<file path="src/sv/assert_macros.svh">
// ----------------------------------------------------------------------------
// Assertion macros
// Clocked concurrent checks with asynchronous reset disable.
// ----------------------------------------------------------------------------
`ifndef ASSERT_MACROS_SVH
`define ASSERT_MACROS_SVH

// same-cycle implication
`define ASSERT_IMP(name, ante, cons, msg) \
	name: assert property (@(posedge clk) disable iff (!arst_n) (ante) |-> (cons)) \
		else $error(msg);

// next-cycle implication
`define ASSERT_NXT(name, ante, cons, msg) \
	name: assert property (@(posedge clk) disable iff (!arst_n) (ante) |=> (cons)) \
		else $error(msg);

`endif

</file>
<file path="src/sv/ffpc_pkg.sv">
`timescale 1ns / 1ps
`default_nettype none
// ----------------------------------------------------------------------------
// ffpc_pkg
// Shared constants, register codes and lane control type of the compressor.
// ----------------------------------------------------------------------------
package ffpc_pkg;

	localparam int CHANNELS    = 2;
	localparam int SAMPLE_BITS = 24;
	localparam int ADDR_W      = 5;

	localparam logic [2:0] REG_ENABLE   = 3'd0;
	localparam logic [2:0] REG_IN_GAIN  = 3'd1;
	localparam logic [2:0] REG_THRESH   = 3'd2;
	localparam logic [2:0] REG_RATIO    = 3'd3;
	localparam logic [2:0] REG_ATTACK   = 3'd4;
	localparam logic [2:0] REG_RELEASE  = 3'd5;
	localparam logic [2:0] REG_MAKEUP   = 3'd6;
	localparam logic [2:0] REG_MIX      = 3'd7;

	localparam logic signed [15:0] DB_FLOOR   = -16'sd25600;
	localparam logic signed [15:0] ENV_MIN    = -16'sd15360;
	localparam logic signed [15:0] MAKEUP_MAX = 16'sd6144;
	localparam logic signed [15:0] GAIN_LIMIT = 16'sd6144;
	localparam logic [16:0]        MIX_ONE    = 17'd65536;
	localparam logic [12:0]        RATIO_ONE  = 13'd256;

	localparam logic signed [23:0] EXP_K   = 24'sd2786635;
	localparam logic signed [20:0] LOG_K   = 21'sd394566;
	localparam logic [16:0]        POLY_C3 = 17'd5116;
	localparam logic [16:0]        POLY_C2 = 17'd14815;
	localparam logic [16:0]        POLY_C1 = 17'd45602;
	localparam logic [17:0]        POLY_C0 = 18'd65536;

	typedef struct packed {
		logic load;
		logic wet_en;
		logic mul_en;
		logic mix_en;
		logic sum_en;
		logic bypass;
	} lane_ctl_t;

endpackage
`default_nettype wire

</file>
<file path="src/sv/ffpc_slope.sv">
`timescale 1ns / 1ps
`default_nettype none
// ----------------------------------------------------------------------------
// ffpc_slope
// Compression slope 1 - 1/ratio in Q0.16 by restoring division of 2^24.
// ----------------------------------------------------------------------------
module ffpc_slope (
	input  wire               clk,
	input  wire               arst_n,
	input  wire               start,
	input  wire logic [12:0]  ratio,
	output logic              busy,
	output logic [16:0]       slope
);
	logic        busy_q;
	logic [4:0]  cnt_q;
	logic [12:0] r_q;
	logic [12:0] rem_q;
	logic [24:0] quo_q;

	logic [13:0] trial;
	logic        fits;

	assign trial = {rem_q, (cnt_q == 5'd24)};
	assign fits  = (trial >= {1'b0, r_q});
	assign busy  = busy_q;
	assign slope = ffpc_pkg::MIX_ONE - quo_q[16:0];

	always_ff @(posedge clk or negedge arst_n) begin
		if (!arst_n) begin
			busy_q <= 1'b0;
			cnt_q  <= '0;
		end else if (start) begin
			busy_q <= 1'b1;
			cnt_q  <= 5'd24;
		end else if (busy_q) begin
			cnt_q <= cnt_q - 1'b1;
			if (cnt_q == 5'd0) begin
				busy_q <= 1'b0;
			end
		end
	end

	always_ff @(posedge clk) begin
		if (start) begin
			r_q   <= (ratio < ffpc_pkg::RATIO_ONE) ? ffpc_pkg::RATIO_ONE : ratio;
			rem_q <= '0;
			quo_q <= '0;
		end else if (busy_q) begin
			rem_q <= fits ? 13'(trial - {1'b0, r_q}) : trial[12:0];
			quo_q <= {quo_q[23:0], fits};
		end
	end

endmodule
`default_nettype wire

</file>
<file path="config.mk">
export PLATFORM = sky130hd
export DESIGN_NAME = ffpc_slope
export DESIGN_NICKNAME = d
export VERILOG_FILES = /design/src/sv/assert_macros.svh /design/src/sv/ffpc_pkg.sv /design/src/sv/ffpc_slope.sv
export SDC_FILE = /design/constraint.sdc
export NUM_CORES = 1
export LEC_CHECK = 0
export BUFFER_PORTS_ARGS = -buffer_cell sky130_fd_sc_hd__buf_2
export CAP_MARGIN = 20
export CELL_PAD_IN_SITES_DETAIL_PLACEMENT = 1
export CELL_PAD_IN_SITES_GLOBAL_PLACEMENT = 2
export CORE_AREA = 2 2 97 99
export CTS_BUF_LIST = sky130_fd_sc_hd__clkbuf_4 sky130_fd_sc_hd__clkbuf_8
export CTS_CLUSTER_DIAMETER = 200
export DETAILED_ROUTE_END_ITERATION = 8
export DIE_AREA = 0 0 99 101
export HOLD_SLACK_MARGIN = 0.1
export MAX_ROUTING_LAYER = met4
export PLACE_DENSITY_LB_ADDON = 0.1
export SYNTH_ARGS = -nofsm -noshare
export SYNTH_HDL_FRONTEND = slang
export SYNTH_SLANG_ARGS = --single-unit
</file>
<file path="constraint.sdc">
create_clock -name clk -period 3 [get_ports clk]
set_input_delay 0.45 -clock clk [delete_from_list [all_inputs] [get_ports clk]]
set_output_delay 0.45 -clock clk [all_outputs]
set_load 0.005 [all_outputs]
</file>
; ---- After elaboration in Yosys (flattened, before gate mapping)
; Index checks and enable logic that the tools add are counted.
[totals]
ff_bits = 49
in_bits = 16
out_inout_bits = 18
word_cells = 19
[op_classes]
addsub = 3
order_cmp = 2
n_eq_ne = 1
n_mux = 6
n_reduce_logical = 2
[op_table]
columns = op, count
row1 = "subtractor 17 bit, first input constant", 1
row2 = >= comparator 14 x 13 -> 1 bit, 1
row3 = "less-than comparator 13 x 9 -> 1 bit, second input constant", 1
row4 = two-way mux 13 bit, 1
row5 = subtractor 13 bit, 1
row6 = two-way mux 5 bit, 2
row7 = "equality test 5 bit, second input constant", 1
row8 = logical NOT 5 bit, 1
row9 = "subtractor 5 x 1 -> 5 bit, second input constant", 1
row10 = two-way mux 1 bit, 3
row11 = nonzero test 2 bit, 1

; ---- Depth between registers and ports, before layout
[depth]
depth_word = 4
ltp_mapped = 13
ltp_nobuf = 12

; ---- Worst setup path before layout
; Ideal clock, no wire load.
[synth_timing]
kind = register to register
start = register cnt_q[0]
end = register rem_q[11]
setup_time_ns = 0.088
arrival_ns = 2.575
required_time_ns = 2.912
path_slack_ns = 0.337
stages_incl_launch_ff = 14
path_buffers = 1
path_cell_list = dfrtp_1 inv_1 ha_1 nand4b_1 ha_1 inv_1 fa_1 a211oi_2 o21ai_2 a31oi_4 a21o_1 buf_6 nand3_1 a311oi_2
[synth_between]
elab_chain_len = 3
word_cells_on_any_way = 4
[synth_rtl]
columns = item, line
row1 = start: declaration, ffpc_slope.sv:16  ; logic [4:0] cnt_q;
row2 = start signal: assignment, ffpc_slope.sv:37  ; cnt_q <= cnt_q - 1'b1;
row3 = equality test 5 bit *, ffpc_slope.sv:24  ; assign trial = {rem_q, (cnt_q == 5'd24)};
row4 = subtractor 13 bit or >= comparator 14 x 13 -> 1 bit (tied branches), "ffpc_slope.sv:50, ffpc_slope.sv:25"
row5 = two-way mux 13 bit *, ffpc_slope.sv:50  ; rem_q <= fits ? 13'(trial - {1'b0, r_q}) : trial[12:0];
row6 = end signal: assignment, ffpc_slope.sv:50
row7 = end: declaration, ffpc_slope.sv:18  ; logic [12:0] rem_q;
; Every way passes the cells marked *; elsewhere a longest branch is shown, timed or not.
; A chain may end at the register's enable or synchronous reset.

; ---- Worst setup path after layout
[layout_timing]
start = register cnt_q[0]
end = register rem_q[8]
; Same word-level chain as after synthesis.

==> impl_metrics.csv <==
group,metric,value,unit
timing,min_period,2.82,ns
critical_path,worst_setup_ep_type,"flip-flop",
timing,finalClockSkew,0.00995,ns
route,vias_per_cell,5.18,
clock_tree,ctsLongestPathBuffers,2,
critical_path,critPathMaxFanout,8,
critical_path,critPathMostFrequentCell,"sky130_fd_sc_hd__inv_1",
grt,antenna_found_initial,0,
timing,fmaxAchievable,0.355,GHz
final_layout,design_area_final,3420,µm²
timing,hold_ws,0.330,ns
timing,slew-limit-headroom,0.549,
yosys,yosys.area.top_type_share,0.195,
yosys,synth_fp_nets,359,
critical_path,cpMaxStageDelayCell,"sky130_fd_sc_hd__dfrtp_1",
critical_path,worstPathRequired,3.22,ns
power,peakVddDrop,0.199,mV
final_layout,areaGrowthSynthToFinish,11.0,%
timing,finalHoldViolations,0,
place,hpwl,5220,µm
clock_tree,tritoncts,"yes",
yosys,synth-async-reset-ratio,0.122,
yosys,list_of_most_frequent_post_synthesis_cells,"sky130_fd_sc_hd__nor2_1, sky130_fd_sc_hd__dfxtp_1, sky130_fd_sc_hd__xnor2_1",
grt,vias_in_the_first_global_route,2374,
clock_tree,tritoncts_num_sinks,49,
final_layout,finalCoreUtilization,0.381,
timing,min_period_over_period,0.939,
yosys,edff_count_synth,13,
floorplanning,boundaryPins,34,
final_layout,antenna_cells,0,
yosys,synthesis.instances,326,
outcome,run_status,"finished, final reports clean",
route,drc_errors,0,
clock_tree,reg_clk_slew_reported_paths,0.09,ns
yosys,seq_area_frac_synth,0.370,
critical_path,worst_path_largest_cell_delay,0.37,ns
place,placed_area,3270,µm²
final_layout,layout-drive-gt1-share,0.202,
yosys,synth_largest_area_cell,"sky130_fd_sc_hd__dfxtp_1",
yosys,post_synth.cell_area_avg,9.46,µm²
critical_path,setup.worst_path.class,"reg -> reg",
final_layout,final.fill_count,1048,
yosys,yosys_warnings,0,
route,drt_first_iter_violations,77,
timing,setup_tns,0,ns
grt,grt_util_all_layers,0.156,
floorplanning,initial_utilization,0.344,
grt,grt_max_degree,31,
critical_path,cp_cell_sequence,"inv_1 > ha_1 > nand4b_1 > ha_2 > inv_1 > fa_2 > a211oi_2 > o21ai_2 > a31oi_4 > a21o_1 > buf_4 > nand3_1 > a311oi_1",
floorplanning,die_height,101,µm
route,antenna_violating_nets_post_route,0,
yosys,yosysMostFrequentCell,"sky130_fd_sc_hd__nor2_1",
timing,max_slew.worst_pin.slew,0.677,ns
clock_tree,cts_max_level,2,
clock_tree,tritoncts.num_buffers,5,
yosys,prevailing_post_synth_register_cell,"sky130_fd_sc_hd__dfxtp_1",
power,pwr_density_cell,844,nW/µm²
critical_path,critPathLaunchType,"flip-flop",
grt,grt_first_pass_wirelength,12100,µm
floorplanning,horiz_die_dim,99,µm
hold_path,min_path_type,"in -> reg",
route,vias,2423,
floorplanning,placeableCoreArea,8980,µm²
grt,overflow,0,
final_layout,total_number_of_nets_in_the_final_design,389,
floorplanning,floorplan.die_area,10000,µm²
final_layout,multi_input_area,1730,µm²
yosys,post_synth_instance_area,3080,µm²
clock_tree,clk-insertion-delay-late,0.31,ns
timing,finalMaxSlewViolations,0,
yosys,synth_area_leaders,"sky130_fd_sc_hd__dfxtp_1, sky130_fd_sc_hd__edfxtp_1, sky130_fd_sc_hd__ha_1",
place,numPortBuffers,33,
clock_tree,ctsRootBufferMaster,"sky130_fd_sc_hd__clkbuf_8",
route,route.detailed.wl_per_inst,15.4,µm
route,detailedRoute.firstPassIterationCount,4,
power,p_leak,1.56,nW
flow_run,maxCapViolCount,0,
critical_path,worstPathArrival,3.03,ns
floorplanning,floorplan.rows,35,
final_layout,register_area,1140,µm²
yosys,synth-seq-cells,49,
place,gp_congestion,0.749,
yosys,ys_types,58,
route,totalWireLength,7210,µm
timing,timing.final.setup_violations,0,
==> through the flow <==
stage          instances  total power [mW]  setup WS, ns
6_report             468              2.89         0.182
3_3_place_gp         455              2.44         0.156
2_1_floorplan        326              2.08         0.337
3_5_place_dp         455              2.46        0.0668
4_1_cts              464              2.89        0.0338
5_1_grt              468              3.14       -0.0101
==> report_power, final <==
group	leakage, nW	switching (mW)	internal [mW]
logic	1.08	0.836	0.725
clock network	0.0493	0.232	0.185
registers	0.436	0.115	0.795
==> routing by layer <==
metal | GRT usage | part of all wire
met2 | 0.221 | 0.43
met3 | 0.0250 | 0.024
met1 | 0.229 | 0.54
met4 | 0.0411 | 0.0078
met5 | - | 0
==> timing repair <==
action	CTS	global route
endpoints found under the hold margin	6	0
hold buffers	1	0
buffers inserted	0	4
resized for setup	0	4
endpoints found under the setup margin	0	13
==> sequential cells by signal, summed over array words and instances (netlist names) <==
| name | cells |
|---|---|
| rem_q | 13 |
| r_q | 13 |
| quo_q | 17 |
| cnt_q | 5 |
| busy | 1 |
==> critical path: cells and delay by family, from the launching register on <==
family / cells / cell delay [ns]
AOI/OAI and AO/OA: 5 / 1.07
adders and majority gates: 3 / 0.78
buffers and inverters: 3 / 0.28
DFF: 1 / 0.37
and+or+nand+nor: 2 / 0.23
==> layout make-up <==
type	count	area share
sequential	49	0.334
tap	111	0.0406
clock buffer	7	0.0245
timing repair buffer	43	0.0709
inverter	20	0.0219
clock inverter	1	0.00256
multi-input combinational	237	0.506
==> cells in the final DEF (no fill, tap or decap), types with 9 or more instances in the layout <==
cell type                   n
sky130_fd_sc_hd__a21oi_1    9
sky130_fd_sc_hd__edfxtp_1  13
sky130_fd_sc_hd__buf_2     33
sky130_fd_sc_hd__nand3_1   13
sky130_fd_sc_hd__ha_1      15
sky130_fd_sc_hd__dfxtp_1   30
sky130_fd_sc_hd__nor2_1    46
sky130_fd_sc_hd__inv_1     20
sky130_fd_sc_hd__mux2i_1   19
sky130_fd_sc_hd__nor2b_1    9
sky130_fd_sc_hd__xnor2_1   21
sky130_fd_sc_hd__buf_4      9
==> logic make-up (layout without fill, tap and decap cells) <==
| family | after synthesis | after routing | synth area share |
|---|---|---|---|
| xor gates and xnor gates | 27 | 27 | 0.0767 |
| buffers and inverters | 40 | 71 | 0.0742 |
| and+or+nand+nor | 114 | 114 | 0.188 |
| AOI/OAI and AO/OA | 60 | 60 | 0.158 |
| DFF | 49 | 49 | 0.370 |
| adders and majority gates | 17 | 17 | 0.0714 |
| muxes | 19 | 19 | 0.0617 |
==> path summary, 6_finish.rpt <==
kind	from	endpoint	slack, ns	cells past startpoint
setup / recovery	cnt_q[0]$_DFFE_PN0P_	rem_q[8]$_SDFFE_PP0P_	0.18	13
hold / removal	ratio[9]	r_q[9]$_SDFFCE_PN0P_	0.33	1
setup reg to reg	cnt_q[0]$_DFFE_PN0P_	rem_q[8]$_SDFFE_PP0P_	0.18	13
hold reg to reg	rem_q[4]$_SDFFE_PP0P_	rem_q[4]$_SDFFE_PP0P_	0.52	2
max in group asynchronous	arst_n	busy$_DFF_PN0_	2.35	2
min in group asynchronous	arst_n	cnt_q[4]$_DFFE_PN0P_	0.49	2
Power figures use the tool's default switching activity.
