--- config.mk ---
export PLATFORM = sky130hd
export DESIGN_NAME = ffpc_dblog
export DESIGN_NICKNAME = d
export VERILOG_FILES = /design/src/sv/assert_macros.svh /design/src/sv/ffpc_pkg.sv /design/src/sv/ffpc_dblog.sv
export SDC_FILE = /design/constraint.sdc
export NUM_CORES = 2
export LEC_CHECK = 0
export ABC_AREA = 0
export ABC_CLOCK_PERIOD_IN_PS = 17160
export BUFFER_PORTS_ARGS = -buffer_cell sky130_fd_sc_hd__buf_2
export CAP_MARGIN = 0
export CORE_AREA = 2 2 273 410
export CTS_CLUSTER_SIZE = 28
export DETAILED_ROUTE_END_ITERATION = 10
export DIE_AREA = 0 0 275 412
export PLACE_DENSITY_LB_ADDON = 0.2
export SLEW_MARGIN = 20
export SYNTH_ARGS = -nofsm -noshare
export SYNTH_HDL_FRONTEND = slang
export SYNTH_SLANG_ARGS = --single-unit
--- constraint.sdc ---
create_clock -name clk -period 17.16 [get_ports clk]
set_input_delay 4.29 -clock clk [delete_from_list [all_inputs] [get_ports clk]]
set_output_delay 4.29 -clock clk [all_outputs]
set_load 0.1 [all_outputs]
--- src/sv/assert_macros.svh ---
// ----------------------------------------------------------------------------
// Assertion macros
// Clocked concurrent checks with asynchronous reset disable.
// ----------------------------------------------------------------------------
`ifndef ASSERT_MACROS_SVH
`define ASSERT_MACROS_SVH

// same-cycle implication
`define ASSERT_IMP(name, ante, cons, msg) \
	name: assert property (@(posedge clk) disable iff (!arst_n) (ante) |-> (cons)) \
		else $error(msg);

// next-cycle implication
`define ASSERT_NXT(name, ante, cons, msg) \
	name: assert property (@(posedge clk) disable iff (!arst_n) (ante) |=> (cons)) \
		else $error(msg);

`endif

--- src/sv/ffpc_pkg.sv ---
`timescale 1ns / 1ps
`default_nettype none
// ----------------------------------------------------------------------------
// ffpc_pkg
// Shared constants, register codes and lane control type of the compressor.
// ----------------------------------------------------------------------------
package ffpc_pkg;

	localparam int CHANNELS    = 2;
	localparam int SAMPLE_BITS = 24;
	localparam int ADDR_W      = 5;

	localparam logic [2:0] REG_ENABLE   = 3'd0;
	localparam logic [2:0] REG_IN_GAIN  = 3'd1;
	localparam logic [2:0] REG_THRESH   = 3'd2;
	localparam logic [2:0] REG_RATIO    = 3'd3;
	localparam logic [2:0] REG_ATTACK   = 3'd4;
	localparam logic [2:0] REG_RELEASE  = 3'd5;
	localparam logic [2:0] REG_MAKEUP   = 3'd6;
	localparam logic [2:0] REG_MIX      = 3'd7;

	localparam logic signed [15:0] DB_FLOOR   = -16'sd25600;
	localparam logic signed [15:0] ENV_MIN    = -16'sd15360;
	localparam logic signed [15:0] MAKEUP_MAX = 16'sd6144;
	localparam logic signed [15:0] GAIN_LIMIT = 16'sd6144;
	localparam logic [16:0]        MIX_ONE    = 17'd65536;
	localparam logic [12:0]        RATIO_ONE  = 13'd256;

	localparam logic signed [23:0] EXP_K   = 24'sd2786635;
	localparam logic signed [20:0] LOG_K   = 21'sd394566;
	localparam logic [16:0]        POLY_C3 = 17'd5116;
	localparam logic [16:0]        POLY_C2 = 17'd14815;
	localparam logic [16:0]        POLY_C1 = 17'd45602;
	localparam logic [17:0]        POLY_C0 = 18'd65536;

	typedef struct packed {
		logic load;
		logic wet_en;
		logic mul_en;
		logic mix_en;
		logic sum_en;
		logic bypass;
	} lane_ctl_t;

endpackage
`default_nettype wire

--- src/sv/ffpc_dblog.sv ---
`timescale 1ns / 1ps
`default_nettype none
// ----------------------------------------------------------------------------
// ffpc_dblog
// Peak magnitude to dB (Q8.8): normalize, sixteen squaring steps, scale.
// ----------------------------------------------------------------------------
module ffpc_dblog #(
	parameter int SB = ffpc_pkg::SAMPLE_BITS
) (
	input  wire                     clk,
	input  wire                     arst_n,
	input  wire                     start,
	input  wire logic [SB+2:0]      p,
	output logic                    busy,
	output logic signed [15:0]      db
);
	localparam int MAG_W = SB + 3;
	localparam int SW    = $clog2(MAG_W);
	localparam int LW    = SW + 18;
	localparam int PW    = LW + 21;

	typedef enum logic [4:0] {
		L_IDLE = 5'b00001,
		L_NORM = 5'b00010,
		L_SQR  = 5'b00100,
		L_MUL  = 5'b01000,
		L_FIN  = 5'b10000
	} log_state_t;

	log_state_t           state_q;
	logic [MAG_W-1:0]     norm_q;
	logic [SW-1:0]        s_q;
	logic [30:0]          y_q;
	logic [15:0]          frac_q;
	logic [3:0]           cnt_q;
	logic signed [PW-1:0] prod_q;
	logic signed [15:0]   db_q;

	logic [MAG_W+30:0]    ext;
	logic [61:0]          sq;
	logic signed [SW+1:0] expo;
	logic signed [LW-1:0] lv;
	logic signed [PW-25:0] dbf;

	assign ext  = {norm_q, 31'b0};
	assign sq   = y_q * y_q;
	assign expo = (SW+2)'(3) - $signed({2'b0, s_q});
	assign lv   = {expo, frac_q};
	assign dbf  = prod_q[PW-1:24];
	assign busy = (state_q != L_IDLE);
	assign db   = db_q;

	always_ff @(posedge clk or negedge arst_n) begin
		if (!arst_n) begin
			state_q <= L_IDLE;
		end else begin
			case (state_q)
				L_IDLE: begin
					if (start && (p != '0)) begin
						state_q <= L_NORM;
					end
				end
				L_NORM: begin
					if (norm_q[MAG_W-1]) begin
						state_q <= L_SQR;
					end
				end
				L_SQR: begin
					if (cnt_q == 4'd15) begin
						state_q <= L_MUL;
					end
				end
				L_MUL: state_q <= L_FIN;
				L_FIN: state_q <= L_IDLE;
				default: state_q <= L_IDLE;
			endcase
		end
	end

	always_ff @(posedge clk) begin
		case (state_q)
			L_IDLE: begin
				if (start) begin
					norm_q <= p;
					s_q    <= '0;
					cnt_q  <= '0;
					frac_q <= '0;
					if (p == '0) begin
						db_q <= ffpc_pkg::DB_FLOOR;
					end
				end
			end
			L_NORM: begin
				if (norm_q[MAG_W-1]) begin
					y_q <= ext[MAG_W+30:MAG_W];
				end else begin
					norm_q <= {norm_q[MAG_W-2:0], 1'b0};
					s_q    <= s_q + 1'b1;
				end
			end
			L_SQR: begin
				frac_q <= {frac_q[14:0], sq[61]};
				y_q    <= sq[61] ? sq[61:31] : sq[60:30];
				cnt_q  <= cnt_q + 1'b1;
			end
			L_MUL: begin
				prod_q <= lv * ffpc_pkg::LOG_K;
			end
			L_FIN: begin
				if (dbf < (PW-24)'(ffpc_pkg::DB_FLOOR)) begin
					db_q <= ffpc_pkg::DB_FLOOR;
				end else begin
					db_q <= dbf[15:0];
				end
			end
			default: ;
		endcase
	end

endmodule
`default_nettype wire

### After elaboration in Yosys (flattened, before gate mapping)

Index checks and enable logic that the tools add are counted.

* add/sub/neg operators: 3
* multiply operators: 2
* order comparisons: 1
* equality and inequality tests: 13
* mux-type cells: 21
* reduce and logical (&&, ||, !) cells: 13

Operators with widths (number)
* $mux 16: 4
* $pmux 16 s2: 2
* $mul 31x31->62: 1
* $mux 31: 2
* $pmux 31 s2: 1
* $mux 27: 2
* $pmux 27 s2: 1
* $mul 22x19->41 const B: 1
* $logic_not 27->1: 1
* $reduce_bool 27->1: 1
* $mux 5: 5
* $lt 20x16->1 const B: 1
* $pmux 5 s4: 1
* $ne 2x2->1 const B: 6
* $pmux 5 s2: 1
* $reduce_and 3->1: 3
* $pmux 4 s2: 1
* $reduce_bool 2->1: 4
* $reduce_and 2->1: 3
* $sub 2x5->6 const A: 1
* $add 5x1->5 const B: 1
* $eq 5x1->1 const B: 1
* $eq 5x2->1 const B: 1
* $eq 5x3->1 const B: 1
* other kinds (7): 7

* register bits after elaboration: 147
* input bits: 30
* output and inout bits: 17
* word-level logic and storage cells: 62

### Logic depth before layout (Yosys ltp)

* depth in word-level cells: 4
* gate-level depth with buffers: 30
* gate-level depth less buffers: 28

### Worst setup path before layout

No wires, ideal clock.

* kind: reg2reg
* start: register y_q[9]
* end: register y_q[22], data pin
* setup time: 266 ps
* data arrival time: 7344 ps
* required time: 16894 ps
* setup slack: 9550 ps
* cell stages (with the launch flop): 27
* path buffers: 3
* period minus slack after synthesis: 7610 ps
* cell sequence: edfxtp_1 clkbuf_1 clkbuf_1 nand2_1 fa_1 inv_1 fa_1 inv_1 fa_1 fa_1 inv_1 fa_1 fa_1 fa_1 fa_1 ha_1 a21oi_1 o211ai_1 a31oi_1 o211ai_1 o21ai_2 a41oi_4 a31o_4 xnor2_2 buf_6 mux2i_1 o21ai_1

* word-level cells in the longest chain between the ends: 3

RTL lines
* from (decl): RTL line ffpc_dblog.sv:33 `logic [30:0] y_q;`
* from (signal assigned): RTL line ffpc_dblog.sv:95 `y_q <= ext[MAG_W+30:MAG_W];`
* from (signal assigned): RTL line ffpc_dblog.sv:103 `y_q <= sq[61] ? sq[61:31] : sq[60:30];`
* $mul 31x31->62: RTL line ffpc_dblog.sv:46 `assign sq = y_q * y_q;`
* $mux 31: RTL line ffpc_dblog.sv:103
* $pmux 31 s2: RTL line ffpc_dblog.sv:81 `case (state_q)`

No other way between the ends.
A chain may end at the register's enable or synchronous reset.

### Final worst setup path

* start: register y_q[8]
* end: register y_q[29], data pin

Same word-level chain as after synthesis.

==> impl_metrics.yaml <==
place:
  place.gp.congestion: 0.872
  buffer_ports.inserted: 46
  detailed_placement_wirelength_estimate_um: 88500
  placement.setup.worst_slack_ps: 8180
routing:
  route.antenna.remaining_nets: 0
  wire_per_inst_um: 20.0
  detail_route.vias_per_cell: 4.78
  first_pass_detailed_route_iteration_total: 5
  first_iter_violations: 1117
  route.vias.total: 25900
  detail_route.wirelength_um: 108000
  drc: 0
cts:
  ctsRootBufferMaster: "sky130_fd_sc_hd__clkbuf_16"
  post-cts-setup-buffers: 0
  cts-root-to-sink-buffers: 2
  cts_made_buffers: 17
  clock_tree.htree_level_count: 4
  worstSkewPairLatency_ps: 430
  cts_tree: "yes"
  post_cts_resize_count: 0
  cts.reportedPaths.clkPinSlew_ps: 60
  number_of_clock_sinks_seen_by_cts: 122
  hold_buf_count_cts: 0
critical_path:
  critical_path.max_fanout: 27
  endpoint_kind: "flop"
  start_kind: "flop"
  cp_data_required_time_ps: 17320
  worstSetupPathType: "reg -> reg"
  crit_arrival_ps: 9170
yosys:
  synth.yosys.seq_area_share_pct: 9.52
  synth_enable_flop_cells: 117
  synthCells: 3986
  ys_ff_latch: 122
  area_leader_netlist: "sky130_fd_sc_hd__fa_1"
  ys_warn_count: 0
  synth_top_area_share_pct: 44.0
  ys_top_cells_by_area: "sky130_fd_sc_hd__fa_1 44%, sky130_fd_sc_hd__ha_1 15%, sky130_fd_sc_hd__inv_1 11%"
  syn-num-nets: 5310
  synth.distinct_cells: 80
  postSynthAreaPerCell_um2: 9.60
  dominantRegCellSynth: "sky130_fd_sc_hd__edfxtp_1"
  syn-cell-area_um2: 38300
  synth-async-reset-ratio_pct: 4.10
global_routing:
  grt_pass1_wl_um: 170000
  pin_count_of_the_biggest_net_entering_global_routing: 57
  grt_pass1_vias: 29800
  grt_remaining_overflow: 0
  antenna_found_initial: 5
  groute.usage.overall_pct: 20.0
floorplanning:
  number_of_cell_rows: 149
  chipHeight_um: 412
  core-area_um2: 110000
  pin_count: 47
  die_width_um: 275
  start_util_pct: 34.9
  dieArea_um2: 113000
final_layout:
  syn_to_final_growth_pct: 6.41
  design.final.nets: 5290
  fin_util_pct: 37.1
  drive_above_1_share_pct: 3.92
timing:
  report.final.setup_viol: 0
  post-route-period-util_pct: 52.5
  timing.setup.tns_ps: 0
  slew-limit-headroom_pct: 26.9
  worst-slew-pin-transition_ps: 1070
  finalHoldViolCount: 0
  skew_final_ps: 24.7
  timing.fmax_mhz: 111
  finalWorstPathRequiredPeriod_ps: 9020
  grt_setup_unrepaired: "no"
  timing_max_transition_violations_final: 0
  worst_hold_slack_after_final_layout_ps: 523
  setup_ws_ps: 8140
status:
  status: "complete, no violations"
run:
  cap_violations: 0
worst_hold_path:
  worst_hold_path_type: "reg -> reg"
[placed cells by master (no fill, tap or decap), drive strengths merged, types with 27 or more instances in the layout]
cell type  instances
inv             1144
fa               840
ha               454
nand2            370
and2             211
edfxtp           117
nor2             113
a21oi            112
buf               88
o21ai             78
xnor2             66
a21o              36
nand2b            33
xor2              32
nor3              27
[cell families (layout without fill, tap and decap cells)]
kind of cell / Yosys count / in the layout / share of synthesized area (%)
AND/OR/NAND/NOR: 848 / 848 / 10.7
AO/OA/AOI/OAI: 339 / 339 / 5.78
multiplexers: 14 / 14 / 0.376
adder cells (fa/ha/maj): 1294 / 1294 / 58.8
flip-flops: 122 / 122 / 9.52
buffers and inverters: 1271 / 1264 / 12.6
XOR/XNOR: 98 / 98 / 2.28
other: 0 / 2 / 0
[per-stage QoR]
step                      std cells  area, um^2
after floorplan                3986       38300
after global placement         5381       40100
after detailed placement       5381       40100
after CTS                      5413       40700
after global routing           5413       40700
final                          5415       40700
[cell usage after synthesis, drive strengths merged, types with 11 or more instances]
master,number
nor2b,13
edfxtp,117
a31oi,13
a211oi,12
nand4,15
clkbuf,109
a21oi,112
o21a,12
fa,840
xor2,32
o21bai,14
inv,1143
o21ai,78
nand2,370
nand3,22
nand2b,33
o211ai,14
and2,211
xnor2,66
and3,11
nor2,113
ha,454
nor3,27
buf,18
a21o,36
mux2i,11
[registers in the layout, summed over array words and instances, names as in the netlist]
register / cells
norm_q: 27
prod_q: 18
s_q: 5
cnt_q: 4
y_q: 31
frac_q: 16
state_q: 5
db: 16
[final timing paths]
kind                                      start                endpoint  slack, ps  depth (start not counted)
max reg2reg                    y_q[8]$_DFFE_PP_       y_q[29]$_DFFE_PP_       8140                         25
max                            y_q[8]$_DFFE_PP_       y_q[29]$_DFFE_PP_       8140                         25
min in group asynchronous                arst_n  state_q[1]$_DFFE_PN0P_       3680                          1
min reg2reg                prod_q[32]$_DFFE_PP_     db[8]$_SDFFCE_PP0P_        520                          1
min                        prod_q[32]$_DFFE_PP_     db[8]$_SDFFCE_PP0P_        520                          1
max in group asynchronous                arst_n  state_q[0]$_DFFE_PN1P_      13260                          1
[worst max-delay path, cell delays in order, from the launching register on]
cell and delay, ps:
sky130_fd_sc_hd__edfxtp_1 310, sky130_fd_sc_hd__buf_4 460, sky130_fd_sc_hd__inv_1 420, sky130_fd_sc_hd__nor2_1 320, sky130_fd_sc_hd__fa_1 490, sky130_fd_sc_hd__fa_1 540
sky130_fd_sc_hd__inv_1 50, sky130_fd_sc_hd__fa_1 570, sky130_fd_sc_hd__fa_1 450, sky130_fd_sc_hd__fa_1 550, sky130_fd_sc_hd__inv_1 50, sky130_fd_sc_hd__fa_1 450
sky130_fd_sc_hd__fa_1 520, sky130_fd_sc_hd__fa_1 430, sky130_fd_sc_hd__ha_1 350, sky130_fd_sc_hd__nand2_1 130, sky130_fd_sc_hd__nor3_2 250, sky130_fd_sc_hd__nand3_1 150
sky130_fd_sc_hd__o211ai_1 270, sky130_fd_sc_hd__o21ai_2 150, sky130_fd_sc_hd__a41oi_4 340, sky130_fd_sc_hd__a31o_4 230, sky130_fd_sc_hd__xor2_2 790, sky130_fd_sc_hd__nand2_1 160
sky130_fd_sc_hd__inv_1 170, sky130_fd_sc_hd__a211oi_1 90
[layer usage]
| layer | vias up | part of all wire, % | routed length [um] | global-route usage (%) |
|---|---|---|---|---|
| li1 | 11900 | - | - | - |
| met1 | 13400 | 34 | 36500 | 20.4 |
| met2 | 441 | 59 | 63800 | 40.9 |
| met3 | 188 | 2.2 | 2420 | 1.11 |
| met4 | 0 | 5.3 | 5700 | 8.93 |
| met5 | - | 0 | 0 | 0 |
[cell type report]
| cell class | instances | area (um^2) |
|---|---|---|
| fillers | 11200 | 68900 |
| multi-input cells | 2593 | 29800 |
| inverters | 1144 | 4290 |
| flip-flops and latches | 122 | 3640 |
| well taps | 1434 | 1790 |
| repair buffers | 88 | 546 |
| clock buffers | 22 | 464 |
| clock inverters | 10 | 143 |
| diodes | 2 | 5.00 |
Power is left out: the tool's default activity adds up to more than one toggle a clock period on the data nets, which glitch-free logic cannot reach.
