$ cat src/sv/assert_macros.svh
// ----------------------------------------------------------------------------
// Assertion macros
// Clocked concurrent checks with asynchronous reset disable.
// ----------------------------------------------------------------------------
`ifndef ASSERT_MACROS_SVH
`define ASSERT_MACROS_SVH

// same-cycle implication
`define ASSERT_IMP(name, ante, cons, msg) \
	name: assert property (@(posedge clk) disable iff (!arst_n) (ante) |-> (cons)) \
		else $error(msg);

// next-cycle implication
`define ASSERT_NXT(name, ante, cons, msg) \
	name: assert property (@(posedge clk) disable iff (!arst_n) (ante) |=> (cons)) \
		else $error(msg);

`endif

$ cat src/sv/ffpc_pkg.sv
`timescale 1ns / 1ps
`default_nettype none
// ----------------------------------------------------------------------------
// ffpc_pkg
// Shared constants, register codes and lane control type of the compressor.
// ----------------------------------------------------------------------------
package ffpc_pkg;

	localparam int CHANNELS    = 2;
	localparam int SAMPLE_BITS = 24;
	localparam int ADDR_W      = 5;

	localparam logic [2:0] REG_ENABLE   = 3'd0;
	localparam logic [2:0] REG_IN_GAIN  = 3'd1;
	localparam logic [2:0] REG_THRESH   = 3'd2;
	localparam logic [2:0] REG_RATIO    = 3'd3;
	localparam logic [2:0] REG_ATTACK   = 3'd4;
	localparam logic [2:0] REG_RELEASE  = 3'd5;
	localparam logic [2:0] REG_MAKEUP   = 3'd6;
	localparam logic [2:0] REG_MIX      = 3'd7;

	localparam logic signed [15:0] DB_FLOOR   = -16'sd25600;
	localparam logic signed [15:0] ENV_MIN    = -16'sd15360;
	localparam logic signed [15:0] MAKEUP_MAX = 16'sd6144;
	localparam logic signed [15:0] GAIN_LIMIT = 16'sd6144;
	localparam logic [16:0]        MIX_ONE    = 17'd65536;
	localparam logic [12:0]        RATIO_ONE  = 13'd256;

	localparam logic signed [23:0] EXP_K   = 24'sd2786635;
	localparam logic signed [20:0] LOG_K   = 21'sd394566;
	localparam logic [16:0]        POLY_C3 = 17'd5116;
	localparam logic [16:0]        POLY_C2 = 17'd14815;
	localparam logic [16:0]        POLY_C1 = 17'd45602;
	localparam logic [17:0]        POLY_C0 = 18'd65536;

	typedef struct packed {
		logic load;
		logic wet_en;
		logic mul_en;
		logic mix_en;
		logic sum_en;
		logic bypass;
	} lane_ctl_t;

endpackage
`default_nettype wire

$ cat src/sv/ffpc_dbexp.sv
`timescale 1ns / 1ps
`default_nettype none
// ----------------------------------------------------------------------------
// ffpc_dbexp
// dB (Q8.8) to linear gain (Q.20): log2 scale, cubic for the fraction, shift.
// ----------------------------------------------------------------------------
module ffpc_dbexp (
	input  wire                      clk,
	input  wire                      arst_n,
	input  wire                      start,
	input  wire logic signed [15:0]  d,
	output logic                     busy,
	output logic [24:0]              gain
);
	logic [3:0]         st_q;
	logic signed [23:0] e_q;
	logic [16:0]        t_q;
	logic [17:0]        m_q;
	logic [24:0]        res_q;

	logic signed [39:0] eprod;
	logic [15:0]        f;
	logic signed [7:0]  ip;
	logic [16:0]        opa;
	logic [32:0]        tmul;
	logic [16:0]        tm_hi;
	logic [21:0]        m4;
	logic [7:0]         nsh;
	logic [3:0]         sh;
	logic [29:0]        val;

	assign eprod = d * ffpc_pkg::EXP_K;
	assign f     = e_q[15:0];
	assign ip    = e_q[23:16];
	assign opa   = st_q[0] ? ffpc_pkg::POLY_C3 : t_q;
	assign tmul  = opa * f;
	assign tm_hi = tmul[32:16];
	assign m4    = {m_q, 4'b0};
	assign nsh   = -ip;
	assign sh    = (ip > 8'sd8) ? 4'd8 : ip[3:0];

	always_comb begin
		if (!ip[7]) begin
			val = 30'(m4) << sh;
		end else if (nsh >= 8'd22) begin
			val = '0;
		end else begin
			val = 30'(m4 >> nsh[4:0]);
		end
	end

	assign busy = |st_q;
	assign gain = res_q;

	always_ff @(posedge clk or negedge arst_n) begin
		if (!arst_n) begin
			st_q <= '0;
		end else begin
			st_q <= {st_q[2:0], start};
		end
	end

	always_ff @(posedge clk) begin
		if (start) begin
			e_q <= eprod[39:16];
		end
		if (st_q[0]) begin
			t_q <= ffpc_pkg::POLY_C2 + tm_hi;
		end
		if (st_q[1]) begin
			t_q <= ffpc_pkg::POLY_C1 + tm_hi;
		end
		if (st_q[2]) begin
			m_q <= ffpc_pkg::POLY_C0 + 18'(tm_hi);
		end
		if (st_q[3]) begin
			res_q <= val[24:0];
		end
	end

endmodule
`default_nettype wire

$ cat config.mk
export PLATFORM = sky130hd
export DESIGN_NAME = ffpc_dbexp
export DESIGN_NICKNAME = d
export VERILOG_FILES = /design/src/sv/assert_macros.svh /design/src/sv/ffpc_pkg.sv /design/src/sv/ffpc_dbexp.sv
export SDC_FILE = /design/constraint.sdc
export NUM_CORES = 1
export LEC_CHECK = 0
export BUFFER_PORTS_ARGS = -buffer_cell sky130_fd_sc_hd__clkbuf_2
export CAP_MARGIN = 40
export CORE_ASPECT_RATIO = 1.4
export CORE_MARGIN = 1.5
export CORE_UTILIZATION = 40
export CTS_BUF_LIST = sky130_fd_sc_hd__clkbuf_8
export DETAILED_ROUTE_END_ITERATION = 8
export PLACE_DENSITY = 0.54
export SETUP_SLACK_MARGIN = 0.4
export SKIP_LAST_GASP = 1
export SLEW_MARGIN = 15
export SYNTH_ARGS = -nofsm -noshare
export SYNTH_HDL_FRONTEND = slang
export SYNTH_SLANG_ARGS = --single-unit
export TNS_END_PERCENT = 1
$ cat constraint.sdc
create_clock -name clk -period 10.25 [get_ports clk]
set_input_delay 2.5625 -clock clk [delete_from_list [all_inputs] [get_ports clk]]
set_output_delay 2.5625 -clock clk [all_outputs]
set_load 0.005 [all_outputs]
# Word-level counts from Yosys, hierarchy flattened
# Index checks and enable logic that the tools add are counted.
dict set report totals {
  ff_bits 88
  input_bits 19
  out_inout_bits 26
  word_cells 23
}
dict set report classes {
  n_addsub 4
  n_mul 2
  magnitude_cmp 2
  shifts 2
  mux 6
  reduce_logical 2
}
# operator n
set ops {}
lappend ops {{17-bit two-way mux} 3}
lappend ops {{25-bit two-way mux} 2}
lappend ops {{16-bit by 23-bit multiplier with 39-bit output (second input constant)} 1}
lappend ops {{17-bit by 16-bit multiplier with 33-bit output} 1}
lappend ops {{22-bit by 4-bit left shift with 25-bit output} 1}
lappend ops {{22-bit by 5-bit >> shifter with 25-bit output} 1}
lappend ops {{17-bit by 17-bit adder with 18-bit output (first input constant)} 1}
lappend ops {{14-bit by 17-bit adder with 17-bit output (first input constant)} 1}
lappend ops {{16-bit by 17-bit adder with 17-bit output (first input constant)} 1}
lappend ops {{8-bit by 5-bit >= comparator with 1-bit output (second input constant)} 1}
lappend ops {{8-bit by 5-bit > comparator with 1-bit output (second input constant)} 1}
lappend ops {{8-bit negation} 1}
lappend ops {{4-bit two-way mux} 1}
lappend ops {{4-bit OR reduction} 1}
lappend ops {{2-bit nonzero test} 1}

# Logic depth before layout (Yosys ltp)
# Gate-level depths: netlist (run 1).
dict set report logic_depth {
  word_depth 5
  mapped_depth 32
  mapped_depth_nobuf 29
}

# Worst setup path after synthesis (run 1)
# Ideal clock, no wire load.
dict set report synth_path {
  path_kind {in2reg}
  startpoint {in d[7]}
  endpoint {reg e_q[22] (data pin)}
  setup_ns 0.260
  arrival_ns 7.584
  t_required_ns 9.990
  setup_slack_ns 2.407
  cell_stages 20
  path_buffers 0
  path_cell_list {ha_1 > ha_1 > fa_1 > inv_1 > fa_1 > inv_1 > fa_1 > fa_1 > ha_1 > and3_1 > a221o_1 > nor2_1 > o2bb2ai_1 > o2111ai_1 > o21ai_0 > a41o_1 > o41a_1 > a21o_1 > a21oi_1 > xnor2_1}
}
dict set report synth_between {
  elab_chain_cells 1
}
# item line_no
set synth_rtl {}
lappend synth_rtl {{start: declaration} ffpc_dbexp.sv:11} ;# input wire logic signed [15:0] d,
lappend synth_rtl {{16-bit by 23-bit multiplier with 39-bit output} ffpc_dbexp.sv:32} ;# assign eprod = d * ffpc_pkg::EXP_K;
lappend synth_rtl {{via eprod[38]} ffpc_dbexp.sv:21} ;# logic signed [39:0] eprod;
lappend synth_rtl {{end signal: assignment} ffpc_dbexp.sv:65} ;# e_q <= eprod[39:16];
lappend synth_rtl {{end: declaration} ffpc_dbexp.sv:16} ;# logic signed [23:0] e_q;
# The timed path passes the listed nets, and every way through them passes these cells.
# A chain may end at the register's enable or synchronous reset.

# Worst setup path in the final report (run 1)
dict set report layout_path {
  startpoint {reg st_q[0]}
  endpoint {reg t_q[15] (data pin)}
}
dict set report layout_between {
  elab_chain_cells 5
  elab_cells_between_ends 6
  cone_classes {add/sub (2); mul (1); mux (3)}
}
# item line_no
set layout_rtl {}
lappend layout_rtl {{start: declaration} ffpc_dbexp.sv:15} ;# logic [3:0] st_q;
lappend layout_rtl {{start signal: assignment} ffpc_dbexp.sv:59} ;# st_q <= {st_q[2:0], start};
lappend layout_rtl {{17-bit two-way mux *} ffpc_dbexp.sv:35} ;# assign opa = st_q[0] ? ffpc_pkg::POLY_C3 : t_q;
lappend layout_rtl {{17-bit by 16-bit multiplier with 33-bit output *} ffpc_dbexp.sv:36} ;# assign tmul = opa * f;
lappend layout_rtl {{via tmul[17]} ffpc_dbexp.sv:25} ;# logic [32:0] tmul;
lappend layout_rtl {{14-bit by 17-bit adder with 17-bit output} ffpc_dbexp.sv:68} ;# t_q <= ffpc_pkg::POLY_C2 + tm_hi;
lappend layout_rtl {{17-bit two-way mux} ffpc_dbexp.sv:67} ;# if (st_q[0]) begin
lappend layout_rtl {{17-bit two-way mux *} ffpc_dbexp.sv:70} ;# if (st_q[1]) begin
lappend layout_rtl {{end signal: assignment} ffpc_dbexp.sv:68}
lappend layout_rtl {{end signal: assignment} ffpc_dbexp.sv:71} ;# t_q <= ffpc_pkg::POLY_C1 + tm_hi;
lappend layout_rtl {{end: declaration} ffpc_dbexp.sv:17} ;# logic [16:0] t_q;
# Mark *: on every way through the listed nets, which the timed path passes. The rest lies on a longest branch. The select of a mux whose other input is x is not followed.

==> metrics.txt, run 1 <==
outcome=finished, final reports clean; cell count after synthesis=1977; # clock sinks=87; worst skew pair latency=0.38 ns; syn_nets=2560; syn avg cell area=9.60 um2; Longest Clk Path Bufs=2; number of CTS-inserted buffers=9; wire per inst=18.2 um; WL final=47.4 mm; RSZ-0062 raised after global routing=false; Die Span X=187 um; Top Ports=45; hold buffers post-CTS=0; root buffer cell=clkbuf_8; Port Buffer Count=44; # setup viols final=0; Seq/Total Area, Yosys=13.7%; Post-DP HPWL=39.6 mm; row count=94; worst min path class=reg -> reg; CP endpoint kind=register; share of cells above drive strength 1=6.31%; final hold vios=0; Antenna Nets Post-Route=0; post-CTS sizing=0; Req. time, crit path=10.38 ns; First-pass DRT Iterations=5; crit share post-route=81.1%; Max Clock Skew=0.00699 ns; GRT met1 Usage=22.9%; WS Path Type=reg -> reg; DR vias/cell=5.20; final hold slack=0.714 ns; first-pass GRT wire length=77.6 mm; Clock transition at path regs=0.09 ns; synth unique cells=86; Die H=261 um; pins over their slew limit=0; mapped cell area=19000 um2; TritonCTS clock tree=built; largest net degree at the start of global routing=28; CP max FO=19; # diodes=0; Commonest cells post-synth=inv_1, fa_1, ha_1; number of synthesized flops with an enable pin=83; global placement routability congestion=0.878; yosys synthesis warning count=0; ys async rst share=4.60%; gr usage total=20.3%; nets=2558; fin crit period=8.32 ns; flops & latches, synth=87; share of the synthesized area in the top cell type=30.9%; met2 global-route usage=39.0%; vias in the first global route=14800; via count=13536; initial antenna violation count=3; Synth Flop Type=edfxtp_1; WP data arrival=8.44 ns; core area=46900 um2; M3 GR Usage=1.25%; Area Overhead vs Synth=5.79%; worst slew pin tran=0.856 ns; Clock H-tree levels=3; full die area=48800 um2; Initial Util=40.5%; grt total ovfl=0; Synth area leaders=fa_1, ha_1, edfxtp_1; Highest Clock Rate=0.120 GHz; max_cap viols=0; most common cell in the netlist=inv_1; GR peak layer=met2; max_slew headroom=42.7%; Setup crit start kind=register; area leader, netlist=fa_1; # Post-CTS Setup Buffers=0; setup TNS=0 ns; # DRC=0; FF-to-FF setup slack=1.93 ns; Initial DRC Count=692
-- per-layer routing --
| metal | wire length (um) | vias to the layer above |
|---|---|---|
| met4 | 2110 | 2 |
| met1 | 18600 | 6827 |
| met2 | 25700 | 231 |
| met5 | 11 | - |
| li1 | - | 6373 |
| met3 | 950 | 103 |
-- cells by family (layout without fill, tap and decap cells) --
kind of cell | Yosys count | after routing | share of synthesized area, %
simple gates | 517 | 517 | 13.2
mux | 58 | 58 | 3.49
buf+inv | 455 | 458 | 9.05
fa+ha+maj | 564 | 564 | 48.8
flops | 87 | 87 | 13.7
compound gates | 238 | 238 | 8.86
xor+xnor | 58 | 58 | 2.99
-- worst max-delay path, stage by stage, from the launching register on --
cell and delay [ns]:
dfrtp_1 0.60, or2_2 0.56, and2_1 0.26, fa_1 0.55, inv_1 0.06, fa_1 0.46, fa_1 0.52, inv_1 0.06
fa_1 0.52, fa_1 0.50, inv_1 0.05, fa_1 0.48, inv_1 0.04, ha_1 0.32, and4_1 0.26, and2_1 0.19
nand3_1 0.09, a21oi_1 0.07, a211o_1 0.27, xor2_1 0.37, inv_1 0.17, ha_1 0.23, a21bo_1 0.18, or3_4 0.35
a2111oi_4 0.43, o2111a_1 0.26, nor3_1 0.06, xor2_1 0.14
-- area by class of cell --
cell class	instances	area, um2
Clock inverter	6	55.1
Tap cell	624	781
Inverter	379	1420
Clock buffer	10	138
Timing Repair Buffer	63	420
Sequential cell	87	2590
Fill cell	4635	26800
Multi-Input combinational cell	1435	14700
-- flip-flops by register name, indices dropped and copies added (netlist names) --
register  count
gain         25
e_q          23
m_q          18
t_q          17
st_q          4
-- worst paths after layout --
check | start | to | cells past startpoint
hold / removal | st_q[3]$_DFF_PN0_ | gain[17]$_DFFE_PP_ | 0
setup / recovery | st_q[0]$_DFF_PN0_ | t_q[15]$_DFFE_PP_ | 27
min in group asynchronous | arst_n | st_q[1]$_DFF_PN0_ | 1
hold reg to reg | st_q[3]$_DFF_PN0_ | gain[17]$_DFFE_PP_ | 0
setup reg to reg | st_q[0]$_DFF_PN0_ | t_q[15]$_DFFE_PP_ | 27
max in group asynchronous | arst_n | st_q[0]$_DFF_PN0_ | 1
-- metrics by stage --
step           worst slack, ns  cells  utilization (%)  instance area [um2]
6_report                  1.93   2604             42.8                20100
4_1_cts                   1.89   2603             42.8                20100
2_1_floorplan             2.41   1977                -                19000
5_1_grt                   1.46   2604             42.8                20100
3_5_place_dp              1.60   2587             42.4                19900
3_3_place_gp              1.70   2582             42.2                19800
-- cells in the final DEF, fill, tap and decap left out, types with 4 or more instances in the layout --
cell and instances:
buf_8 5, a211oi_1 16, nand3_1 18, fa_1 293
a31oi_1 9, edfxtp_1 83, and4_1 5, o22a_1 4
nand2b_1 6, clkbuf_8 10, clkbuf_2 44, or3_1 4
or2_2 11, ha_1 271, and2_1 122, nand4_1 11
inv_1 379, nand2_1 220, o211ai_1 4, buf_4 13
xor2_1 20, dfrtp_1 4, and3_1 6, o21ai_0 38
mux2_2 6, o21a_1 7, xnor2_1 33, nor2b_1 19
a21o_1 28, o21ai_1 5, mux4_2 6, nor2_1 66
a21oi_1 62, o22ai_1 9, mux2i_1 46, nor3_1 18
Power of run 1 is left out: the tool's default activity adds up to more than one toggle a clock period on the data nets, which glitch-free logic cannot reach.
==> run 2: changes to the inputs <==
Settings changed: PLACE_DENSITY 0.54 to 0.56.
Clock period 10.25 ns to 7 ns, I/O delays scaled along.
==> metrics.txt, run 2 (same netlist as run 1, synthesis figures left out) <==
outcome=finished, violations left (was finished, final reports clean); failing checks=negative setup slack; First-pass DRT Iterations=5 (unchanged); setup TNS=-2.10 ns (was 0 ns); commonest non-fill, non-tap cell in the layout=inv_1 (unchanged); GR peak layer=met2 (unchanged); M3 GR Usage=1.22% (was 1.25%); Top Ports=45 (unchanged); largest net degree at the start of global routing=28 (unchanged); CP max FO=10 (was 19); Req. time, crit path=7.15 ns (was 10.38 ns); core area=46900 um2 (unchanged); worst min path class=reg -> reg (unchanged); share of cells above drive strength 1=19.1% (was 6.31%); Area Overhead vs Synth=18.5% (was 5.79%); gr usage total=21.2% (was 20.3%); global placement routability congestion=0.967 (was 0.878); min setup slack post-route=-0.369 ns (was 1.93 ns); RSZ-0062 raised after global routing=true (was false); worst skew pair latency=0.39 ns (was 0.38 ns); # clock sinks=87 (unchanged); GRT met1 Usage=22.3% (was 22.9%); Port Buffer Count=44 (unchanged); met2 global-route usage=43.9% (was 39.0%); hold buffers post-CTS=0 (unchanged); first-pass GRT wire length=81.6 mm (was 77.6 mm); nets=2820 (was 2558); via count=14441 (was 13536); Initial Util=40.5% (unchanged); max_cap viols=0 (unchanged); CP endpoint kind=register (unchanged); vias in the first global route=15943 (was 14800); WS Path Type=reg -> reg (unchanged); WL final=50.2 mm (was 47.4 mm); number of CTS-inserted buffers=9 (unchanged); Clock H-tree levels=3 (unchanged); # DRC=0 (unchanged); grt total ovfl=0 (unchanged); full die area=48800 um2 (unchanged); Post-DP HPWL=42.9 mm (was 39.6 mm); DR vias/cell=5.04 (was 5.20); initial antenna violation count=1 (was 3); row count=94 (unchanged); max reg flops=25 (unchanged); wire per inst=17.5 um (was 18.2 um); Highest Clock Rate=0.136 GHz (was 0.120 GHz); Max Clock Skew=0.0185 ns (was 0.00699 ns); Longest Clk Path Bufs=2 (unchanged); WP data arrival=7.52 ns (was 8.44 ns); pins over their slew limit=0 (unchanged); fin crit period=7.37 ns (was 8.32 ns); most frequent cells in the layout=inv_1, fa_1, ha_1 (unchanged); final hold vios=0 (unchanged); Antenna Nets Post-Route=0 (unchanged); Die H=261 um (unchanged); Initial DRC Count=643 (was 692); TritonCTS clock tree=built (unchanged); Setup crit start kind=register (unchanged); Die Span X=187 um (unchanged); # setup viols final=9 (was 0); worst slew pin tran=0.813 ns (was 0.856 ns); Clock transition at path regs=0.11 ns (was 0.09 ns); crit share post-route=105% (was 81.1%); root buffer cell=clkbuf_8 (unchanged); max_slew headroom=45.8% (was 42.7%)
[run 2: changes by cell type in the layout (fill, tap and decap cells not counted), moves of 4 or more]
cell / previous run / this run
ha_1: 271 / 265
a21oi_2: 1 / 5
ha_4: 0 / 6
buf_4: 13 / 258
fa_2: 0 / 4
or2_4: 0 / 9
buf_12: 0 / 13
a21oi_1: 62 / 58
a211oi_2: 0 / 4
buf_6: 0 / 5
a211oi_1: 16 / 12
or2_2: 11 / 3
fa_1: 293 / 289
[run 2: timing repair]
action / 4_1_cts / 5_1_grt
setup buffers: 12 / 8
cloned: 0 / 1
resized for setup: 23 / 33
setup endpoints to repair: 30 / 42
pin swaps: 24 / 36
[run 2: layer usage]
metal,share of wire [%],vias to the layer above
met5,0.034,-
met4,3.5,2
met3,2.0,87
met2,58,236
met1,37,7225
li1,-,6891
[run 2: worst paths after layout]
| kind | startpoint | to | slack [ns] | cells after the start |
|---|---|---|---|---|
| min in group asynchronous | arst_n | st_q[2]$_DFF_PN0_ | 1.16 | 1 |
| setup reg to reg | st_q[0]$_DFF_PN0_ | t_q[15]$_DFFE_PP_ | -0.37 | 25 |
| setup / recovery | st_q[0]$_DFF_PN0_ | t_q[15]$_DFFE_PP_ | -0.37 | 25 |
| hold reg to reg | st_q[3]$_DFF_PN0_ | gain[2]$_SDFFCE_PP0P_ | 0.71 | 0 |
| max in group asynchronous | arst_n | st_q[0]$_DFF_PN0_ | 5.66 | 1 |
| hold / removal | st_q[3]$_DFF_PN0_ | gain[2]$_SDFFCE_PP0P_ | 0.71 | 0 |
[run 2: stage by stage]
| stage | hold WS (ns) | util (%) | std cells | worst slack [ns] | cell area [um2] |
|---|---|---|---|---|---|
| after floorplan | 0.352 | - | 1977 | -0.206 | 19100 |
| after CTS | 0.722 | 47.4 | 2857 | -0.440 | 22200 |
| after global routing | 0.730 | 47.9 | 2866 | -0.653 | 22500 |
| after global placement | 0.659 | 46.5 | 2825 | -0.462 | 21800 |
| after detailed placement | 0.678 | 46.6 | 2829 | -0.534 | 21900 |
| final | 0.709 | 47.9 | 2867 | -0.369 | 22500 |
[run 2: critical path, stage by stage (launching register included)]
cell       delay, ns
dfrtp_2         0.47
or2_2           0.44
and2_1          0.21
fa_1            0.48
fa_1            0.52
fa_1            0.54
fa_1            0.56
fa_1            0.52
fa_1            0.49
ha_1            0.32
a21o_1          0.18
a31o_2          0.24
a211oi_2        0.20
a21oi_2         0.11
xnor2_2         0.17
buf_4           0.16
inv_1           0.07
ha_1            0.18
inv_1           0.06
nor4_2          0.28
buf_4           0.16
o2111ai_2       0.12
a211oi_2        0.27
o211a_1         0.19
nor3_1          0.05
xor2_1          0.13
[run 2: area by class of cell]
type                       instances  area, um2
timing repair buffer             324       2550
antenna                            1       2.50
fill                            4401      24400
clock inverter                     7       53.8
clock buffer                       9        124
sequential                        87       2590
tap                              624        781
multi-input combinational       1436      15000
inverter                         379       1420
Power of run 2 is left out for the same reason.
==> run 3: changes to the inputs <==
Settings changed: BUFFER_PORTS_ARGS -buffer_cell sky130_fd_sc_hd__clkbuf_2 to default, CTS_CLUSTER_SIZE from default to 28, DONT_BUFFER_PORTS from default to 1, PLACE_DENSITY 0.56 to 0.55.
==> metrics.txt, run 3 (same netlist as run 1, synthesis figures left out) <==
max_slew headroom=47.8% (was 45.8%); Final Util=46.6% (was 47.9%); Max Clock Skew=0.0153 ns (was 0.0185 ns); Antenna Nets Post-Route=0 (unchanged); CP endpoint kind=register (unchanged); via count=14079 (was 14441); number of CTS-inserted buffers=9 (unchanged); first-pass GRT wire length=78.5 mm (was 81.6 mm); Clock transition at path regs=0.10 ns (was 0.11 ns); Top Ports=45 (unchanged); pins over their slew limit=0 (unchanged); grt total ovfl=0 (unchanged); RR Startpoint=st_q[0]$_DFF_PN0_ (unchanged); max reg flops=25 (unchanged); # diodes=0 (was 1); Longest Clk Path Bufs=2 (unchanged); top routing layer used=met4 (was met5); root buffer cell=clkbuf_8 (unchanged); Setup crit start kind=register (unchanged); wire per inst=17.3 um (was 17.5 um); WL final=48.1 mm (was 50.2 mm); hold path endpoint=st_q[1]$_DFF_PN0_ (was gain[2]$_SDFFCE_PP0P_); setup TNS=-2.68 ns (was -2.10 ns); worst min path class=reg -> reg (unchanged); DR vias/cell=5.06 (was 5.04); outcome=finished, violations left (unchanged); nets=2734 (was 2820); Initial Util=40.5% (unchanged); full die area=48800 um2 (unchanged); Die Span X=187 um (unchanged); # setup viols final=12 (was 9); core area=46900 um2 (unchanged); fin crit period=7.35 ns (was 7.37 ns); First-pass DRT Iterations=5 (unchanged); metal2 WL=27.3 mm (was 29.0 mm); failing checks=negative setup slack (unchanged); Worst Hold Path Cells=1 (was 0); FF-to-FF setup slack=-0.35 ns (was -0.37 ns); Port Buffer Count=0 (was 44); worst slew pin tran=0.780 ns (was 0.813 ns); met3 WL=1.02 mm (was 1.00 mm); initial antenna violation count=0 (was 1); gr usage total=20.4% (was 21.2%); Highest Clock Rate=0.136 GHz (about the same); WS Path Type=reg -> reg (unchanged); Area Overhead vs Synth=15.1% (was 18.5%); min setup slack post-route=-0.353 ns (was -0.369 ns); Clock H-tree levels=3 (unchanged); Die H=261 um (unchanged); Post-DP HPWL=41.8 mm (was 42.9 mm); row count=94 (unchanged); TritonCTS clock tree=built (unchanged); largest net degree at the start of global routing=28 (unchanged); share of cells above drive strength 1=15.6% (was 19.1%); RSZ-0062 raised after global routing=true (unchanged); Req. time, crit path=7.13 ns (was 7.15 ns); hold buffers post-CTS=0 (unchanged); Initial DRC Count=670 (was 643); commonest non-fill, non-tap cell in the layout=inv_1 (unchanged); CP max FO=8 (was 10); WP data arrival=7.49 ns (was 7.52 ns); most frequent cells in the layout=inv_1, fa_1, ha_1 (unchanged); Hold Crit Start=st_q[0]$_DFF_PN0_ (was st_q[3]$_DFF_PN0_); global placement routability congestion=0.919 (was 0.967); max_cap viols=0 (unchanged); # clock sinks=87 (unchanged); final hold vios=0 (unchanged); crit share post-route=105% (about the same); vias in the first global route=15237 (was 15943); worst skew pair latency=0.39 ns (about the same); Reg2Reg Depth=25 (unchanged); # DRC=0 (unchanged); wl on met1=18.3 mm (was 18.5 mm); worst r2r dst=t_q[15]$_DFFE_PP_ (unchanged)
[run 3: changes by cell type in the layout (fill, tap and decap cells not counted), moves of 3 or more]
cell / delta
buf_12: -4
nor2b_1: +3
ha_2: +3
clkinv_4: +3
buf_4: -36
clkbuf_2: -44
[run 3: metrics by stage]
stage / setup WS, ns / hold slack [ns] / cells / cell area (um2)
after floorplan: -0.206 / 0.352 / 1977 / 19100
after global placement: -0.444 / 0.712 / 2743 / 21300
after detailed placement: -0.480 / 0.701 / 2746 / 21300
after CTS: -0.458 / 0.707 / 2775 / 21700
after global routing: -0.648 / 0.722 / 2780 / 21900
final: -0.353 / 0.695 / 2780 / 21900
[run 3: repair_timing]
action / 4_1_cts / 5_1_grt
pin swaps: 21 / 19
endpoints found under the setup margin: 30 / 41
gates resized for setup: 25 / 21
setup buffers: 13 / 4
[run 3: worst max-delay path by stage]
stage                            from                 to  slack (ns)  cells after the start
floorplan           st_q[0]$_DFF_PN0_  t_q[15]$_DFFE_PP_       -0.21                     25
global placement    st_q[0]$_DFF_PN0_  t_q[16]$_DFFE_PP_       -0.44                     23
detailed placement  st_q[0]$_DFF_PN0_  t_q[15]$_DFFE_PP_       -0.48                     26
CTS                 st_q[0]$_DFF_PN0_  t_q[15]$_DFFE_PP_       -0.46                     26
global route        st_q[0]$_DFF_PN0_  t_q[15]$_DFFE_PP_       -0.65                     29
finish              st_q[0]$_DFF_PN0_  t_q[15]$_DFFE_PP_       -0.35                     25
[run 3: worst max-delay path, stage by stage, from the launching register on]
cell and delay (ns):
dfrtp_2 0.47, buf_12 0.15, or2_4 0.28, buf_4 0.14, buf_4 0.16, nand2_1 0.08
fa_1 0.41, inv_1 0.08, fa_1 0.44, fa_1 0.51, fa_1 0.57, fa_1 0.53
fa_1 0.48, ha_1 0.32, a21o_1 0.18, a31o_2 0.24, a211oi_2 0.18, a21oi_2 0.10
xnor2_2 0.23, ha_2 0.21, a21bo_1 0.21, or3_4 0.35, a2111oi_4 0.38, o2111a_1 0.23
nor3_2 0.05, xor2_1 0.13
[run 3: cell type report]
cell class                 count  area, um2
tap                          624        781
sequential                    87       2590
clock buffer                   9        124
inverter                     379       1420
clock inverter                 7       80.1
fill                        4531      25100
multi-input combinational   1435      14900
timing repair buffer         239       1950
[run 3: metal layers]
layer / vias to the layer above / GRT usage, %
met5: - / 0
li1: 6720 / -
met2: 235 / 41.2
met1: 7057 / 22.4
met3: 67 / 1.20
met4: 0 / 6.79
Power of run 3 is left out for the same reason.
